## config.mk

```make
export PLATFORM = sky130hd
export DESIGN_NAME = motion_segment_sequencer_unit
export DESIGN_NICKNAME = d
export VERILOG_FILES = /design/src/mss_pkg.sv /design/src/mss_front.sv /design/src/mss_opq.sv /design/src/mss_back.sv /design/src/motion_segment_sequencer_unit.sv
export SDC_FILE = /design/constraint.sdc
export NUM_CORES = 2
export LEC_CHECK = 0
export BUFFER_PORTS_ARGS = -buffer_cell sky130_fd_sc_hd__buf_4
export CORE_MARGIN = 2
export CORE_UTILIZATION = 45
export DETAILED_ROUTE_END_ITERATION = 8
export GPL_TIMING_DRIVEN = 0
export PLACE_DENSITY = 0.61
export SLEW_MARGIN = 10
export SYNTH_ARGS = -nofsm -noshare
export SYNTH_HDL_FRONTEND = slang
export SYNTH_SLANG_ARGS = --single-unit
```

## constraint.sdc

```tcl
create_clock -name clk -period 15.68 [get_ports clk]
set_clock_uncertainty 0.05 [all_clocks]
set_input_delay 3.136 -clock clk [delete_from_list [all_inputs] [get_ports clk]]
set_output_delay 3.136 -clock clk [all_outputs]
set_load 0.005 [all_outputs]
```

## src/mss_pkg.sv

```systemverilog
// Shared types and constants for the motion segment sequencer.
// No dependencies; used by every module of the block.
package mss_pkg;

    // Command codes carried in the command field
    typedef enum logic [2:0] {
        CMD_PUSH   = 3'd0,
        CMD_START  = 3'd1,
        CMD_PAUSE  = 3'd2,
        CMD_RESUME = 3'd3,
        CMD_STOP   = 3'd4,
        CMD_ESTOP  = 3'd5,
        CMD_TICK   = 3'd6,
        CMD_CLEAR  = 3'd7
    } cmd_t;

    // Run state as shown on the result beat
    typedef enum logic [1:0] {
        MODE_IDLE  = 2'd0,
        MODE_RUN   = 2'd1,
        MODE_PAUSE = 2'd2,
        MODE_ESTOP = 2'd3
    } mode_t;

    // Back end sequencer
    typedef enum logic {
        BK_EXEC = 1'b0,
        BK_LOAD = 1'b1
    } back_state_t;

    localparam int GOAL_IN   = 3;
    localparam int OPQ_DEPTH = 2;
    localparam int OPQ_AW    = $clog2(OPQ_DEPTH);

    // Input beat
    typedef struct packed {
        logic        [2:0]  command;
        logic        [15:0] seg_id;
        logic        [31:0] accel_len;
        logic        [31:0] cruise_len;
        logic        [31:0] decel_len;
        logic signed [31:0] goal_x;
        logic signed [31:0] goal_y;
        logic signed [31:0] goal_z;
    } in_t;

    // Result beat
    typedef struct packed {
        logic               push_ok;
        logic        [1:0]  run_state;
        logic               estop_alarm;
        logic        [3:0]  queued;
        logic               busy_res;
        logic        [15:0] active_id;
        logic               seg_done;
        logic signed [31:0] pos_x;
        logic signed [31:0] pos_y;
        logic signed [31:0] pos_z;
    } out_t;

    // Decoded operation passed from front to back
    typedef struct packed {
        cmd_t                      cmd;
        logic [15:0]               seg_id;
        logic [31:0]               total;
        logic [GOAL_IN-1:0][31:0]  goal;
    } op_t;

    // Head of the operation queue as seen by the back end
    typedef struct packed {
        logic valid;
        op_t  op;
    } q_head_t;

endpackage

```

## src/mss_front.sv

```systemverilog
// Front end: accepts command beats, decodes them and sums the phase lengths.
// Depends on mss_pkg.
module mss_front (
    input  logic           cmd_valid,
    output logic           cmd_stall,
    input  mss_pkg::in_t   cmd,
    input  logic           q_full,
    output logic           q_push,
    output mss_pkg::op_t   q_op
);

    // Hold off the sender while the operation queue is full
    assign cmd_stall = q_full;
    assign q_push    = cmd_valid && !q_full;

    // Decode and precompute the segment total (wraps at 32 bits)
    always_comb
    begin
        q_op.cmd     = mss_pkg::cmd_t'(cmd.command);
        q_op.seg_id  = cmd.seg_id;
        q_op.total   = cmd.accel_len + cmd.cruise_len + cmd.decel_len;
        q_op.goal[0] = cmd.goal_x;
        q_op.goal[1] = cmd.goal_y;
        q_op.goal[2] = cmd.goal_z;
    end

endmodule

```

## src/mss_opq.sv

```systemverilog
// Short operation queue between the front and back ends.
// Depends on mss_pkg.
module mss_opq (
    input  logic              clk,
    input  logic              rst_n,
    input  logic              push,
    input  mss_pkg::op_t      push_op,
    output logic              full,
    output mss_pkg::q_head_t  head,
    input  logic              pop
);

    localparam int CW = mss_pkg::OPQ_AW + 1;

    mss_pkg::op_t                slot_reg [mss_pkg::OPQ_DEPTH];
    logic [mss_pkg::OPQ_AW-1:0]  wr_idx_reg, wr_idx_next;
    logic [mss_pkg::OPQ_AW-1:0]  rd_idx_reg, rd_idx_next;
    logic [CW-1:0]               cnt_reg, cnt_next;
    logic                        do_push, do_pop;

    assign full       = (cnt_reg == CW'(mss_pkg::OPQ_DEPTH));
    assign head.valid = (cnt_reg != '0);
    assign head.op    = slot_reg[rd_idx_reg];

    assign do_push = push && !full;
    assign do_pop  = pop && head.valid;

    // Pointer and fill count update
    always_comb
    begin
        wr_idx_next = wr_idx_reg;
        rd_idx_next = rd_idx_reg;
        cnt_next    = cnt_reg;
        if (do_push)
        begin
            wr_idx_next = (wr_idx_reg == mss_pkg::OPQ_AW'(mss_pkg::OPQ_DEPTH - 1)) ?
                          '0 : wr_idx_reg + 1'b1;
        end
        if (do_pop)
        begin
            rd_idx_next = (rd_idx_reg == mss_pkg::OPQ_AW'(mss_pkg::OPQ_DEPTH - 1)) ?
                          '0 : rd_idx_reg + 1'b1;
        end
        if (do_push && !do_pop)
        begin
            cnt_next = cnt_reg + 1'b1;
        end
        else if (do_pop && !do_push)
        begin
            cnt_next = cnt_reg - 1'b1;
        end
    end

    always_ff @(posedge clk or negedge rst_n)
    begin
        if (!rst_n)
        begin
            wr_idx_reg <= '0;
            rd_idx_reg <= '0;
            cnt_reg    <= '0;
        end
        else
        begin
            wr_idx_reg <= wr_idx_next;
            rd_idx_reg <= rd_idx_next;
            cnt_reg    <= cnt_next;
        end
    end

    // Payload slots
    always_ff @(posedge clk)
    begin
        if (do_push)
        begin
            slot_reg[wr_idx_reg] <= push_op;
        end
    end

endmodule

```

## src/mss_back.sv

```systemverilog
// Back end: segment ring queue, run-state machine, tick counter and result register.
// Depends on mss_pkg.
module mss_back #(
    parameter int SEG_DEPTH = 16,
    parameter int AXES      = 3
) (
    input  logic              clk,
    input  logic              rst_n,
    input  mss_pkg::q_head_t  head,
    output logic              pop,
    output logic              res_valid,
    input  logic              res_stall,
    output mss_pkg::out_t     res
);

    localparam int PW = (SEG_DEPTH > 1) ? $clog2(SEG_DEPTH) : 1;
    localparam int CW = PW + 1;
    localparam int GW = 32 * AXES;
    localparam int EW = 16 + 32 + GW;

    function automatic logic [PW-1:0] ptr_inc(input logic [PW-1:0] p);
        ptr_inc = (p == PW'(SEG_DEPTH - 1)) ? '0 : p + 1'b1;
    endfunction

    // Segment store, one word per entry: goals, total, id
    logic [EW-1:0]             seg_mem [SEG_DEPTH];
    logic [EW-1:0]             rd_data_reg;
    logic [EW-1:0]             wr_word;
    logic [GW-1:0]             wr_goals;
    logic                      mem_we;

    mss_pkg::back_state_t      state_reg, state_next;
    mss_pkg::mode_t            mode_reg, mode_next;
    logic [PW-1:0]             wp_reg, wp_next;
    logic [PW-1:0]             rp_reg, rp_next;
    logic                      alarm_reg, alarm_next;
    logic                      active_reg, active_next;
    logic [15:0]               act_id_reg, act_id_next;
    logic [31:0]               act_total_reg, act_total_next;
    logic [31:0]               act_goal_reg [AXES];
    logic [31:0]               act_goal_next [AXES];
    logic [31:0]               tick_reg, tick_next;
    logic [31:0]               tick_inc;
    logic [31:0]               pos_reg [AXES];
    logic [31:0]               pos_next [AXES];
    logic                      res_valid_reg, res_valid_next;
    mss_pkg::out_t             res_reg, res_next;

    logic                      slot_free, take, needs_load, emit;
    logic                      push_ok, done;
    logic [CW-1:0]             count;
    logic [CW+3:0]             count_wide;
    logic [2:0][31:0]          pos_view;

    assign slot_free  = !res_valid_reg || !res_stall;
    assign take       = (state_reg == mss_pkg::BK_EXEC) && head.valid && slot_free;
    assign needs_load = (head.op.cmd == mss_pkg::CMD_TICK) && (mode_reg == mss_pkg::MODE_RUN)
                        && !active_reg && (wp_reg != rp_reg);
    assign pop        = take;
    assign tick_inc   = tick_reg + 32'd1;

    // Store word: axes beyond the input fields get a zero target
    for (genvar a = 0; a < AXES; a++)
    begin : g_wr_goal
        if (a < mss_pkg::GOAL_IN)
        begin : g_in
            assign wr_goals[32*a +: 32] = head.op.goal[a];
        end
        else
        begin : g_zero
            assign wr_goals[32*a +: 32] = '0;
        end
    end
    assign wr_word = {wr_goals, head.op.total, head.op.seg_id};

    // Sequencer next state
    always_comb
    begin
        state_next = state_reg;
        unique case (state_reg)
            mss_pkg::BK_EXEC:
            begin
                if (take && needs_load)
                begin
                    state_next = mss_pkg::BK_LOAD;
                end
            end
            mss_pkg::BK_LOAD:
            begin
                state_next = mss_pkg::BK_EXEC;
            end
            default:
            begin
                state_next = mss_pkg::BK_EXEC;
            end
        endcase
    end

    // Command execution
    always_comb
    begin
        mode_next      = mode_reg;
        wp_next        = wp_reg;
        rp_next        = rp_reg;
        alarm_next     = alarm_reg;
        active_next    = active_reg;
        act_id_next    = act_id_reg;
        act_total_next = act_total_reg;
        act_goal_next  = act_goal_reg;
        tick_next      = tick_reg;
        pos_next       = pos_reg;
        push_ok        = 1'b0;
        done           = 1'b0;
        emit           = 1'b0;
        mem_we         = 1'b0;
        if (state_reg == mss_pkg::BK_LOAD)
        begin
            // Load state of a loading tick: store data is now registered
            act_id_next    = rd_data_reg[15:0];
            act_total_next = rd_data_reg[47:16];
            for (int a = 0; a < AXES; a++)
            begin
                act_goal_next[a] = rd_data_reg[48 + 32*a +: 32];
            end
            rp_next     = ptr_inc(rp_reg);
            active_next = 1'b1;
            tick_next   = '0;
            emit        = 1'b1;
        end
        else if (take)
        begin
            emit = !needs_load;
            unique case (head.op.cmd)
                mss_pkg::CMD_PUSH:
                begin
                    if (ptr_inc(wp_reg) != rp_reg)
                    begin
                        mem_we  = 1'b1;
                        wp_next = ptr_inc(wp_reg);
                        push_ok = 1'b1;
                    end
                end
                mss_pkg::CMD_START:
                begin
                    if (mode_reg == mss_pkg::MODE_IDLE || mode_reg == mss_pkg::MODE_PAUSE)
                    begin
                        mode_next = mss_pkg::MODE_RUN;
                    end
                end
                mss_pkg::CMD_PAUSE:
                begin
                    if (mode_reg == mss_pkg::MODE_RUN)
                    begin
                        mode_next = mss_pkg::MODE_PAUSE;
                    end
                end
                mss_pkg::CMD_RESUME:
                begin
                    if (mode_reg == mss_pkg::MODE_PAUSE)
                    begin
                        mode_next = mss_pkg::MODE_RUN;
                    end
                end
                mss_pkg::CMD_STOP:
                begin
                    mode_next   = mss_pkg::MODE_IDLE;
                    wp_next     = '0;
                    rp_next     = '0;
                    active_next = 1'b0;
                end
                mss_pkg::CMD_ESTOP:
                begin
                    mode_next   = mss_pkg::MODE_ESTOP;
                    alarm_next  = 1'b1;
                    wp_next     = '0;
                    rp_next     = '0;
                    active_next = 1'b0;
                end
                mss_pkg::CMD_TICK:
                begin
                    if (mode_reg == mss_pkg::MODE_RUN)
                    begin
                        if (active_reg)
                        begin
                            tick_next = tick_inc;
                            if (tick_inc >= act_total_reg)
                            begin
                                pos_next    = act_goal_reg;
                                active_next = 1'b0;
                                done        = 1'b1;
                            end
                        end
                        else if (wp_reg == rp_reg)
                        begin
                            // nothing queued: drop back to idle
                            mode_next = mss_pkg::MODE_IDLE;
                        end
                    end
                end
                mss_pkg::CMD_CLEAR:
                begin
                    wp_next = '0;
                    rp_next = '0;
                end
                default:
                begin
                    mode_next = mode_reg;
                end
            endcase
        end
    end

    // Queue fill level, modulo depth, shown as four bits
    assign count      = ({1'b0, wp_next} - {1'b0, rp_next})
                        + ((wp_next < rp_next) ? CW'(SEG_DEPTH) : '0);
    assign count_wide = {4'b0, count};

    for (genvar a = 0; a < 3; a++)
    begin : g_pos_view
        if (a < AXES)
        begin : g_axis
            assign pos_view[a] = pos_next[a];
        end
        else
        begin : g_none
            assign pos_view[a] = '0;
        end
    end

    // Result beat from the post-command state
    always_comb
    begin
        res_next.push_ok     = push_ok;
        res_next.run_state   = mode_next;
        res_next.estop_alarm = alarm_next;
        res_next.queued      = count_wide[3:0];
        res_next.busy_res    = active_next;
        res_next.active_id   = act_id_next;
        res_next.seg_done    = done;
        res_next.pos_x       = pos_view[0];
        res_next.pos_y       = pos_view[1];
        res_next.pos_z       = pos_view[2];
        res_valid_next       = emit ? 1'b1 : (res_valid_reg && res_stall);
    end

    always_ff @(posedge clk or negedge rst_n)
    begin
        if (!rst_n)
        begin
            state_reg     <= mss_pkg::BK_EXEC;
            mode_reg      <= mss_pkg::MODE_IDLE;
            wp_reg        <= '0;
            rp_reg        <= '0;
            alarm_reg     <= 1'b0;
            active_reg    <= 1'b0;
            act_id_reg    <= '0;
            act_total_reg <= '0;
            tick_reg      <= '0;
            res_valid_reg <= 1'b0;
            for (int a = 0; a < AXES; a++)
            begin
                act_goal_reg[a] <= '0;
                pos_reg[a]      <= '0;
            end
        end
        else
        begin
            state_reg     <= state_next;
            mode_reg      <= mode_next;
            wp_reg        <= wp_next;
            rp_reg        <= rp_next;
            alarm_reg     <= alarm_next;
            active_reg    <= active_next;
            act_id_reg    <= act_id_next;
            act_total_reg <= act_total_next;
            tick_reg      <= tick_next;
            res_valid_reg <= res_valid_next;
            act_goal_reg  <= act_goal_next;
            pos_reg       <= pos_next;
        end
    end

    // Result payload
    always_ff @(posedge clk)
    begin
        if (emit)
        begin
            res_reg <= res_next;
        end
    end

    // Segment store: one write port, one registered read port
    always_ff @(posedge clk)
    begin
        if (mem_we)
        begin
            seg_mem[wp_reg] <= wr_word;
        end
        rd_data_reg <= seg_mem[rp_reg];
    end

    assign res_valid = res_valid_reg;
    assign res       = res_reg;

endmodule

```

## src/motion_segment_sequencer_unit.sv

```systemverilog
// Motion segment sequencer, top level.
// Command channel (cmd_valid / cmd_stall / cmd) takes one beat per cycle while
// cmd_stall is low: push, start, pause, resume, stop, estop, tick or clear.
// Each command gives exactly one result beat on the result channel (res_valid /
// res_stall / res) showing the state after that command.
// An accepted command beat is written into the operation queue, taken from its head
// by the back end and registered in the result register that drives res_valid. A
// tick that loads a new segment holds the back end in the load state, where it takes
// no command, because the segment store has a registered read port.
// Reset (rst_n low, asynchronous): queue empty, run state idle, alarm clear, no
// active segment, positions and active id zero. No clearing pass is needed.
// A stalled result is held unchanged; the operation queue between the front and
// back ends absorbs two further commands before cmd_stall is raised.
// Depends on mss_pkg, mss_front, mss_opq and mss_back.
module motion_segment_sequencer_unit #(
    parameter int SEG_DEPTH = 16,
    parameter int AXES      = 3
) (
    input  logic           clk,
    input  logic           rst_n,
    input  logic           cmd_valid,
    output logic           cmd_stall,
    input  mss_pkg::in_t   cmd,
    output logic           res_valid,
    input  logic           res_stall,
    output mss_pkg::out_t  res
);

    logic              q_full;
    logic              q_push;
    logic              q_pop;
    mss_pkg::op_t      q_op;
    mss_pkg::q_head_t  q_head;

    mss_front u_front (
        .cmd_valid (cmd_valid),
        .cmd_stall (cmd_stall),
        .cmd       (cmd),
        .q_full    (q_full),
        .q_push    (q_push),
        .q_op      (q_op)
    );

    mss_opq u_opq (
        .clk     (clk),
        .rst_n   (rst_n),
        .push    (q_push),
        .push_op (q_op),
        .full    (q_full),
        .head    (q_head),
        .pop     (q_pop)
    );

    mss_back #(
        .SEG_DEPTH (SEG_DEPTH),
        .AXES      (AXES)
    ) u_back (
        .clk       (clk),
        .rst_n     (rst_n),
        .head      (q_head),
        .pop       (q_pop),
        .res_valid (res_valid),
        .res_stall (res_stall),
        .res       (res)
    );

endmodule

```

==> qor.csv <==
stage,metric,value,unit
timing,min_period_over_period,43.4,%
clocking,hold_buffers,0,
floorplanning,die_h,517,um
global_route,antenna_found_initial,9,
final_layout,final_cells,9825,
worst_setup_path,r2r-end,u_back.res[29],
final_layout,final_common_cell,edfxtp_1,
timing,relSlewSlack,16.1,%
final_layout,n_fill_cell,19900,
power,total_power,21.6,mW
power,p_per_area,155,nW/um^2
floorplanning,num_rows,188,
timing,whs,0.371,ns
floorplanning,ios,339,
synth,avgSynthCellArea,22.9,sq um
synth,synthTopCellsByArea,"edfxtp_1, mux4_2, dfrtp_1",
floorplanning,core_area,262000,sq um
drt,dr.first_iter.drc_count,5622,
synth,synth_nets,5483,
floorplanning,initial_utilization,45.2,%
min_path,min_to,u_back.act_total_reg[10],
final_layout,layout_common_cells,"edfxtp_1, mux4_2, buf_4, clkbuf_16, mux2_2",
worst_setup_path,cp-end-kind,flop,
worst_setup_path,critPathMaxFanout,10,
placed_design,gp_congestion,0.761,
clocking,cts_buffers,328,
timing,timing.fmax,0.147,GHz
final_layout,fin_nets,6376,
min_path,hold_depth,2,
timing,grt_setup_unrepaired,false,
worst_setup_path,r2r-start,u_back.tick_reg[4],
worst_setup_path,criticalPathCategory,primary input to flop,
timing,finalSetupViolCount,0,
worst_setup_path,start_kind,primary input,
timing,worst_pin_slew,1.26,ns
power,peakVddDrop,0.000103,V
drt,wl_per_cell,29.0,um
power,p_leak,46.7,nW
min_path,min_path_type,flop to flop,
global_route,grt_pass1_wl,409000,um
worst_setup_path,r2r_slack,10.36,ns
drt,vias,55400,
clocking,clock_tree.root_cell,clkbuf_16,
clocking,clk_pin_slew,0.06,ns
drt,via_per_inst,5.63,
clocking,cts_tree,built,
clocking,cts_buffer_depth,4,
synth,yosysTopAreaCellShare,69.1,%
final_layout,post-route-util,53.3,%
final_layout,drive_above_1_share,34.3,%
worst_setup_path,rr_worst_depth,15,
global_route,grt_pass1_vias,57700,
worst_setup_path,slowest_delay,0.73,ns
synth,yosysTopAreaCell,edfxtp_1,
worst_setup_path,path_cells,"buf_4, a211oi_2, inv_2, nor3_2, nand2_1, nor3_2, buf_4, buf_6, buf_6, buf_4, buf_6, buf_6, buf_4",
placed_design,place_inst,9240,
min_path,min_from,u_back.rd_data_reg[26],
synth,ys_ff_latch,3154,
clocking,post_cts_resized,0,
worst_setup_path,cp.required,16.25,ns
timing,hold_viol_final,0,
global_route,gr-usage-all-layers,21.4,%
drt,drcViolationCount,0,
placed_design,portBuffers,338,
drt,dr.pass1.iters,6,
timing,fin_tns_setup,0,ns
drt,ant_nets,0,
drt,routed_wl,285000,um
final_layout,largest_reg_flops,2304,
clocking,cts_setup_buffers,0,
synth,syn_inst,5163,
global_route,grt_start_max_net_pins,94,
floorplanning,fp.dieArea,267000,sq um
placed_design,post-dp-hpwl,186000,um
synth,netlist_area,118000,sq um
floorplanning,die_w,517,um
clocking,h-tree-depth,5,
synth,synth_async_sr_flop_share,9.19,%
synth,synth_cell_types,71,
timing,maxSlewViolCount,0,
worst_setup_path,cpMaxStageDelayCell,nor3_2,
final_layout,areaGrowthSynthToFinish,18.0,%
clocking,clock_latency,0.95,ns
run_status,run_status,"complete, no violations",
timing,period_minus_slack,6.81,ns
global_route,overflow,0,
worst_setup_path,worstPathArrival,7.38,ns
clocking,cts.sinks,3154,
synth,synth_edf_count,2720,
flow_run,drv_cap,0,
synth,synth_warnings,0,
synth,synth.yosys.seq_area_share,77.6,%
synth,synth_ff_type,edfxtp_1,
power breakdown:
part	switching, mW	internal (mW)	leakage, nW	total [mW]
Clock	3.10	4.43	5.04	7.54
Combinational	2.02	1.19	11.8	3.21
Sequential	0.208	10.7	29.9	10.9
metal layers:
layer	routed length, um	vias to the layer above	track usage (%)	share of wire, %
li1	-	23200	-	-
met1	117000	29900	29.2	41
met2	142000	1900	35.8	50
met3	17800	391	3.50	6.3
met4	7200	0	6.12	2.5
met5	0	-	0	0
Yosys cell counts, types with 3 or more instances:
library cell and number:
xnor2_1 43, a211oi_1 5, xor2_1 30, and4_1 4, fa_1 33, nor2b_1 7
clkbuf_1 157, nor2_1 54, mux2_4 40, o31ai_1 11, o21ai_0 73, inv_1 61
nand2_1 77, a22o_1 4, a21oi_1 40, buf_2 10, nand3_1 27, mux2_2 315
mux4_2 720, o21a_1 7, ha_1 72, nor3b_1 17, and3_1 9, buf_12 4
nand2b_1 6, a31oi_1 9, o21bai_1 3, edfxtp_1 2720, nor3_1 12, nand4_1 10
a21o_1 41, dfrtp_1 290, dfxtp_1 144, a221o_1 3, a22oi_1 3, buf_1 52
how the worst max path moves through the flow:
stage	startpoint	slack [ns]	end	cells past startpoint
finish	res_stall	8.87	u_back.seg_mem[0][100]	13
global route	res_stall	8.84	u_back.seg_mem[0][100]	13
CTS	res_stall	8.91	u_back.seg_mem[0][100]	13
detailed placement	res_stall	7.92	u_back.seg_mem[0][100]	13
global placement	res_stall	-15.28	u_back.seg_mem[1][97]	6
floorplan	res_stall	0.83	u_back.seg_mem[3][0]	5
layout make-up:
class,count,area (sq um),share of cell area [%]
clock inverter,106,1110,0.794
tap,3515,4400,3.15
sequential,3154,91800,65.8
buffer,226,986,0.707
antenna,5,12.5,0.00897
multi-input combinational,1721,25400,18.2
clock buffer,473,9210,6.60
inverter,62,233,0.167
timing repair buffer,563,6370,4.56
critical path: cells and delay by family:
kind,cells,cell delay [ns]
and+or+nand+nor,3,1.72
AOI/OAI and AO/OA,1,0.70
buffers and inverters,9,1.77
stage by stage:
| stage | cell area [sq um] | setup WS [ns] |
|---|---|---|
| after global placement | 125000 | -15.28 |
| after detailed placement | 129000 | 7.92 |
| after global routing | 140000 | 8.84 |
| after floorplan | 118000 | 0.834 |
| after CTS | 139000 | 8.91 |
| final | 140000 | 8.87 |
cell families (layout without fill, tap and decap cells):
group	after synthesis	in the layout	share of synthesized area, %
flops	3154	3154	77.6
compound gates	224	224	1.21
other cells	0	5	0
mux	1078	1078	17.3
buf+inv	288	1430	1.00
xor+xnor	74	74	0.554
fa+ha+maj	105	105	1.32
simple gates	240	240	1.03
Power figures use the tool's default switching activity.
